--- config.mk ---
export PLATFORM = sky130hd
export DESIGN_NAME = rcdt_queue
export DESIGN_NICKNAME = d
export VERILOG_FILES = /design/src/rcdt_pkg.sv /design/src/rcdt_queue.sv
export SDC_FILE = /design/constraint.sdc
export NUM_CORES = 1
export LEC_CHECK = 0
export BUFFER_PORTS_ARGS = -buffer_cell sky130_fd_sc_hd__buf_2
export CORE_MARGIN = 4
export CORE_UTILIZATION = 52
export DETAILED_ROUTE_END_ITERATION = 8
export GPL_ROUTABILITY_DRIVEN = 0
export GPL_TIMING_DRIVEN = 1
export PLACE_DENSITY = 0.86
export RECOVER_POWER = 50
export REMOVE_ABC_BUFFERS = 1
export SYNTH_ARGS = -nofsm -noshare
export SYNTH_HDL_FRONTEND = slang
export SYNTH_SLANG_ARGS = --single-unit
--- constraint.sdc ---
create_clock -name clk -period 7.5 [get_ports clk]
set_input_delay 0.75 -clock clk [delete_from_list [all_inputs] [get_ports clk]]
set_output_delay 0.75 -clock clk [all_outputs]
set_load 0.01 [all_outputs]
--- src/rcdt_pkg.sv ---
// Shared types and constants for the rectangle clip and damage tracker.
// Used by the channel interfaces, the front, queue and back stages and the top level.
package rcdt_pkg;

  localparam int BYTES_PER_PIXEL = 4;
  localparam int COORD_BITS      = 16;
  localparam int SURF_BITS       = 14;
  localparam int PITCH_BITS      = 17;
  localparam int GPITCH_BITS     = 16;
  localparam int SKIP_BITS       = COORD_BITS + 1;
  localparam int OFFS_BITS       = 32;
  localparam int CFG_DATA_BITS   = 17;
  localparam int CFG_IDX_BITS    = 2;
  localparam int QUEUE_DEPTH     = 2;

  // Configuration register indexes
  localparam logic [CFG_IDX_BITS-1:0] CFG_SURFACE_WIDTH  = 2'd0;
  localparam logic [CFG_IDX_BITS-1:0] CFG_SURFACE_HEIGHT = 2'd1;
  localparam logic [CFG_IDX_BITS-1:0] CFG_ROW_PITCH      = 2'd2;

  localparam logic [SURF_BITS-1:0]  SURFACE_WIDTH_RESET  = 14'd640;
  localparam logic [SURF_BITS-1:0]  SURFACE_HEIGHT_RESET = 14'd480;
  localparam logic [PITCH_BITS-1:0] ROW_PITCH_RESET      = 17'd2560;

  // Command codes on the mode field
  typedef enum logic [2:0] {
    MODE_FILL    = 3'd0,
    MODE_HLINE   = 3'd1,
    MODE_VLINE   = 3'd2,
    MODE_GLYPH   = 3'd3,
    MODE_CLEAR   = 3'd4,
    MODE_PRESENT = 3'd5,
    MODE_SCROLL  = 3'd6,
    MODE_IGNORE  = 3'd7
  } mode_t;

  // Work class handed from front to back
  typedef enum logic [2:0] {
    OP_FILL    = 3'd0,
    OP_GLYPH   = 3'd1,
    OP_SPAN    = 3'd2,
    OP_CLEAR   = 3'd3,
    OP_PRESENT = 3'd4,
    OP_SCROLL  = 3'd5,
    OP_NOP     = 3'd6
  } op_t;

  typedef logic signed [COORD_BITS-1:0] coord_t;

  typedef struct packed {
    op_t                    op;
    logic                   ok;
    logic [SURF_BITS-1:0]   cl;
    logic [SURF_BITS-1:0]   ct;
    logic [SURF_BITS-1:0]   cr;
    logic [SURF_BITS-1:0]   cb;
    logic [SKIP_BITS-1:0]   sx;
    logic [SKIP_BITS-1:0]   sy;
    logic [GPITCH_BITS-1:0] gp;
  } fe_item_t;

endpackage

--- src/rcdt_queue.sv ---
// Short queue between front and back stages so each side stalls on its own.
// Depends on rcdt_pkg for the entry type and depth.
module rcdt_queue
  import rcdt_pkg::*;
(
  input  logic     clk,
  input  logic     rst,
  input  logic     push,
  input  fe_item_t din,
  input  logic     pop,
  output logic     full,
  output logic     not_empty,
  output fe_item_t dout
);

  localparam int PtrW = $clog2(QUEUE_DEPTH);
  localparam int CntW = $clog2(QUEUE_DEPTH + 1);

  fe_item_t            entries [QUEUE_DEPTH];
  logic [PtrW-1:0]     wr_ptr;
  logic [PtrW-1:0]     rd_ptr;
  logic [CntW-1:0]     count;

  assign full      = (count == CntW'(QUEUE_DEPTH));
  assign not_empty = (count != '0);
  assign dout      = entries[rd_ptr];

  // Advance pointers and occupancy
  always_ff @(posedge clk) begin
    if (rst) begin
      wr_ptr <= '0;
      rd_ptr <= '0;
      count  <= '0;
    end else begin
      if (push) begin
        wr_ptr <= (wr_ptr == PtrW'(QUEUE_DEPTH - 1)) ? '0 : wr_ptr + 1'b1;
      end
      if (pop) begin
        rd_ptr <= (rd_ptr == PtrW'(QUEUE_DEPTH - 1)) ? '0 : rd_ptr + 1'b1;
      end
      if (push && !pop) begin
        count <= count + 1'b1;
      end else if (pop && !push) begin
        count <= count - 1'b1;
      end
    end
  end

  // Store entries
  always_ff @(posedge clk) begin
    if (push) begin
      entries[wr_ptr] <= din;
    end
  end

endmodule

==> results.sh <==
export IMPL_slowest_delay_ns=2.59
export IMPL_routed_wl_mm=14.9
export IMPL_grt_pass1_vias=4608
export IMPL_synth_edf_count=220
export IMPL_synth_top_area_share_pct=80.7
export IMPL_cts_htree_levels=1
export IMPL_p_clk_share_pct=35.9
export IMPL_fin_util_pct=65.7
export IMPL_placed_area_mm2=0.00949
export IMPL_setup_violations=0
export IMPL_violations="max-capacitance violations, max-slew violations"
export IMPL_holdWs_ns=0.452
export IMPL_start_util_pct=53.4
export IMPL_period_needed_ns=4.33
export IMPL_hp_class="input port to flip-flop"
export IMPL_dieHeight_um=133
export IMPL_drive_above_1_share_pct=49.4
export IMPL_timing_fmax_mhz=231
export IMPL_ir_worst_vdd_v=0.000199
export IMPL_fillers=1076
export IMPL_viasPerCell=5.00
export IMPL_period_share_pct=57.7
export IMPL_synth_compound_area_share_pct=0.122
export IMPL_async_reset_ff_share_pct=0
export IMPL_arrival_ns=4.44
export IMPL_powerDensity_mw_per_mm2=276
export IMPL_grt_ovfl_total=0
export IMPL_synth_top_family_by_area="multiplexers"
export IMPL_synth_xor_area_share_pct=0.428
export IMPL_synth_fa_ha_area_share_pct=0.153
export IMPL_chipWidth_um=133
export IMPL_slowest_stage="and2_0"
export IMPL_yosysWarnings=0
export IMPL_syn_inst=364
export IMPL_rows=45
export IMPL_clock_latency_ns=0.49
export IMPL_synth_commonest_cells="edfxtp_1, mux2_2, buf_6"
export IMPL_rsz0062_at_grt="no"
export IMPL_finalMaxSlewViolations=56
export IMPL_required_ns=7.61
export IMPL_power_frac_comb_pct=10.1
export IMPL_ys_types=17
export IMPL_antenna_cells=0
export IMPL_regArea_mm2=0.00671
export IMPL_p_int_mw=2.19
export IMPL_synth_area_leader_cell="edfxtp_1"
export IMPL_end_kind="flip-flop"
export IMPL_worst_pin_slew_ns=3.58
export IMPL_fin_nets=720
export IMPL_power_switching_mw=0.589
export IMPL_cts_hold_buffers_added=0
export IMPL_skew_ns=0.0116
export IMPL_grt_pass1_wl_mm=23.3
export IMPL_yosys_most_used_dff="edfxtp_1"
export IMPL_die_area_mm2=0.0178
export IMPL_grt_max_degree=61
export IMPL_drt_antenna_violating_nets=0
export IMPL_first_pass_iters=4
export IMPL_r2r_cells=2
export IMPL_area_delta_synth_final_pct=23.0
export IMPL_setup_tns_ns=0
export IMPL_portBuffers=225
export IMPL_dpl_hpwl_mm=10.3
export IMPL_ys_seq_area_share_pct=81.9
export IMPL_syn_avg_cell_area_um2=22.5
export IMPL_post_synth_top_count_cell="edfxtp_1"
export IMPL_postCtsSetupRepairBufs=0
export IMPL_track_usage_pct=16.4
export IMPL_drt_initial_drc_count=255
export IMPL_drv_cap=1
export IMPL_power_leakage_nw=3.63
export IMPL_clkTransAtPathRegs_ns=0.06
export IMPL_total_power_mw=2.78
export IMPL_syn_cell_area_mm2=0.00818
export IMPL_cts_tree="done"
export IMPL_cts_sinks=225
export IMPL_final_hold_viol_count=0
export IMPL_synth_simple_area_share_pct=0.596
export IMPL_cts_buffers=22
export IMPL_start_kind="flip-flop"
export IMPL_synth_seq_cells=225
export IMPL_wl_per_cell_um=18.0
export IMPL_core_mm2=0.0153
export IMPL_antenna_found_initial=0
export IMPL_crit_type="flip-flop to flip-flop"
export IMPL_vias=4143
export IMPL_multi_input_area_mm2=0.00135
export IMPL_status="finished with violations"
export IMPL_io_pins=226
export IMPL_synthTopCellsByArea="edfxtp_1, mux2_2, buf_6"
export IMPL_crit_chain="and2_0, buf_4"
export IMPL_cts_root_buf="clkbuf_16"
export IMPL_switching_share_pct=21.2
export IMPL_cts_buffer_depth=3
export IMPL_crit_fanout=56
export IMPL_slew_headroom_pct=-139
export IMPL_synth_mux_area_share_pct=15.1
export IMPL_seqPwrFrac_pct=54.0
export IMPL_hold_path_depth=1
export IMPL_fin_area_mm2=0.0101
export IMPL_cts_repair_resized=0
export IMPL_remaining_drc_errors=0
## flip-flops by register name (all words and copies together), names as in the netlist, named ones only
register,cells
entries,220
count,2
rd_ptr,1
wr_ptr,1
## per-stage QoR
step,instances,setup WS (ns)
2_1_floorplan,352,1.38
3_3_place_gp,792,4.60
3_5_place_dp,792,4.55
4_1_cts,829,4.04
5_1_grt,829,2.75
6_report,829,3.17
## power by group through the flow
stage               registers [mW]  clock network [mW]  logic (mW)
finish                        1.50               0.997       0.280
global route                  1.51                1.08       0.304
floorplan                     1.53                   0       0.156
CTS                           1.50                1.02       0.291
global placement              1.52                   0       0.282
detailed placement            1.52                   0       0.289
## worst max-delay path, delay by kind of cell (launching register included)
kind                   cells  cell delay (ns)
and+or+nand+nor            1             2.59
DFF                        1             0.40
buffers and inverters      1             0.89
## cells by family after synthesis
family | after synthesis
simple gates | 9
buf+inv | 13
xor+xnor | 4
flops | 225
compound gates | 2
fa+ha+maj | 1
mux | 110
## worst paths after layout
| check | start | to | slack [ns] |
|---|---|---|---|
| worst max-delay path | wr_ptr$_SDFFE_PP0P_ | entries[1][10]$_DFFE_PP_ | 3.17 |
| worst min-delay path | din[89] | entries[1][89]$_DFFE_PP_ | 0.45 |
| worst max register to register | wr_ptr$_SDFFE_PP0P_ | entries[1][10]$_DFFE_PP_ | 3.17 |
| worst min register to register | count[1]$_SDFFE_PP0P_ | count[1]$_SDFFE_PP0P_ | 0.51 |
## per-layer routing
| metal | GRT usage [%] | vias to the layer above | part of all wire [%] |
|---|---|---|---|
| met3 | 4.80 | 17 | 8.3 |
| met4 | 3.54 | 0 | 1.1 |
| li1 | - | 1925 | - |
| met1 | 19.7 | 2032 | 38 |
| met2 | 29.4 | 169 | 52 |
| met5 | 0 | - | 0 |
## final cells by class
class	count	area share [%]
Multi-Input combinational cell	126	13.4
Inverter	1	0.0373
Sequential cell	225	66.7
Tap cell	211	2.62
Clock buffer	25	5.79
Clock inverter	12	0.746
Timing Repair Buffer	229	10.7
## layout by cell type, fill, tap and decap left out
master,n
buf_1,2
mux2_2,110
inv_1,1
clkinv_2,3
clkinv_1,8
dfxtp_4,1
or3_1,1
clkbuf_16,23
xnor2_1,2
nor2b_4,1
clkbuf_1,65
ha_1,1
buf_2,160
nor2_1,4
and2_0,1
or2_2,1
edfxtp_1,220
o21ai_0,1
and2b_2,1
buf_4,4
xor2_1,2
dfxtp_1,4
a21oi_1,1
bufinv_16,1
Power figures use the tool's default switching activity.
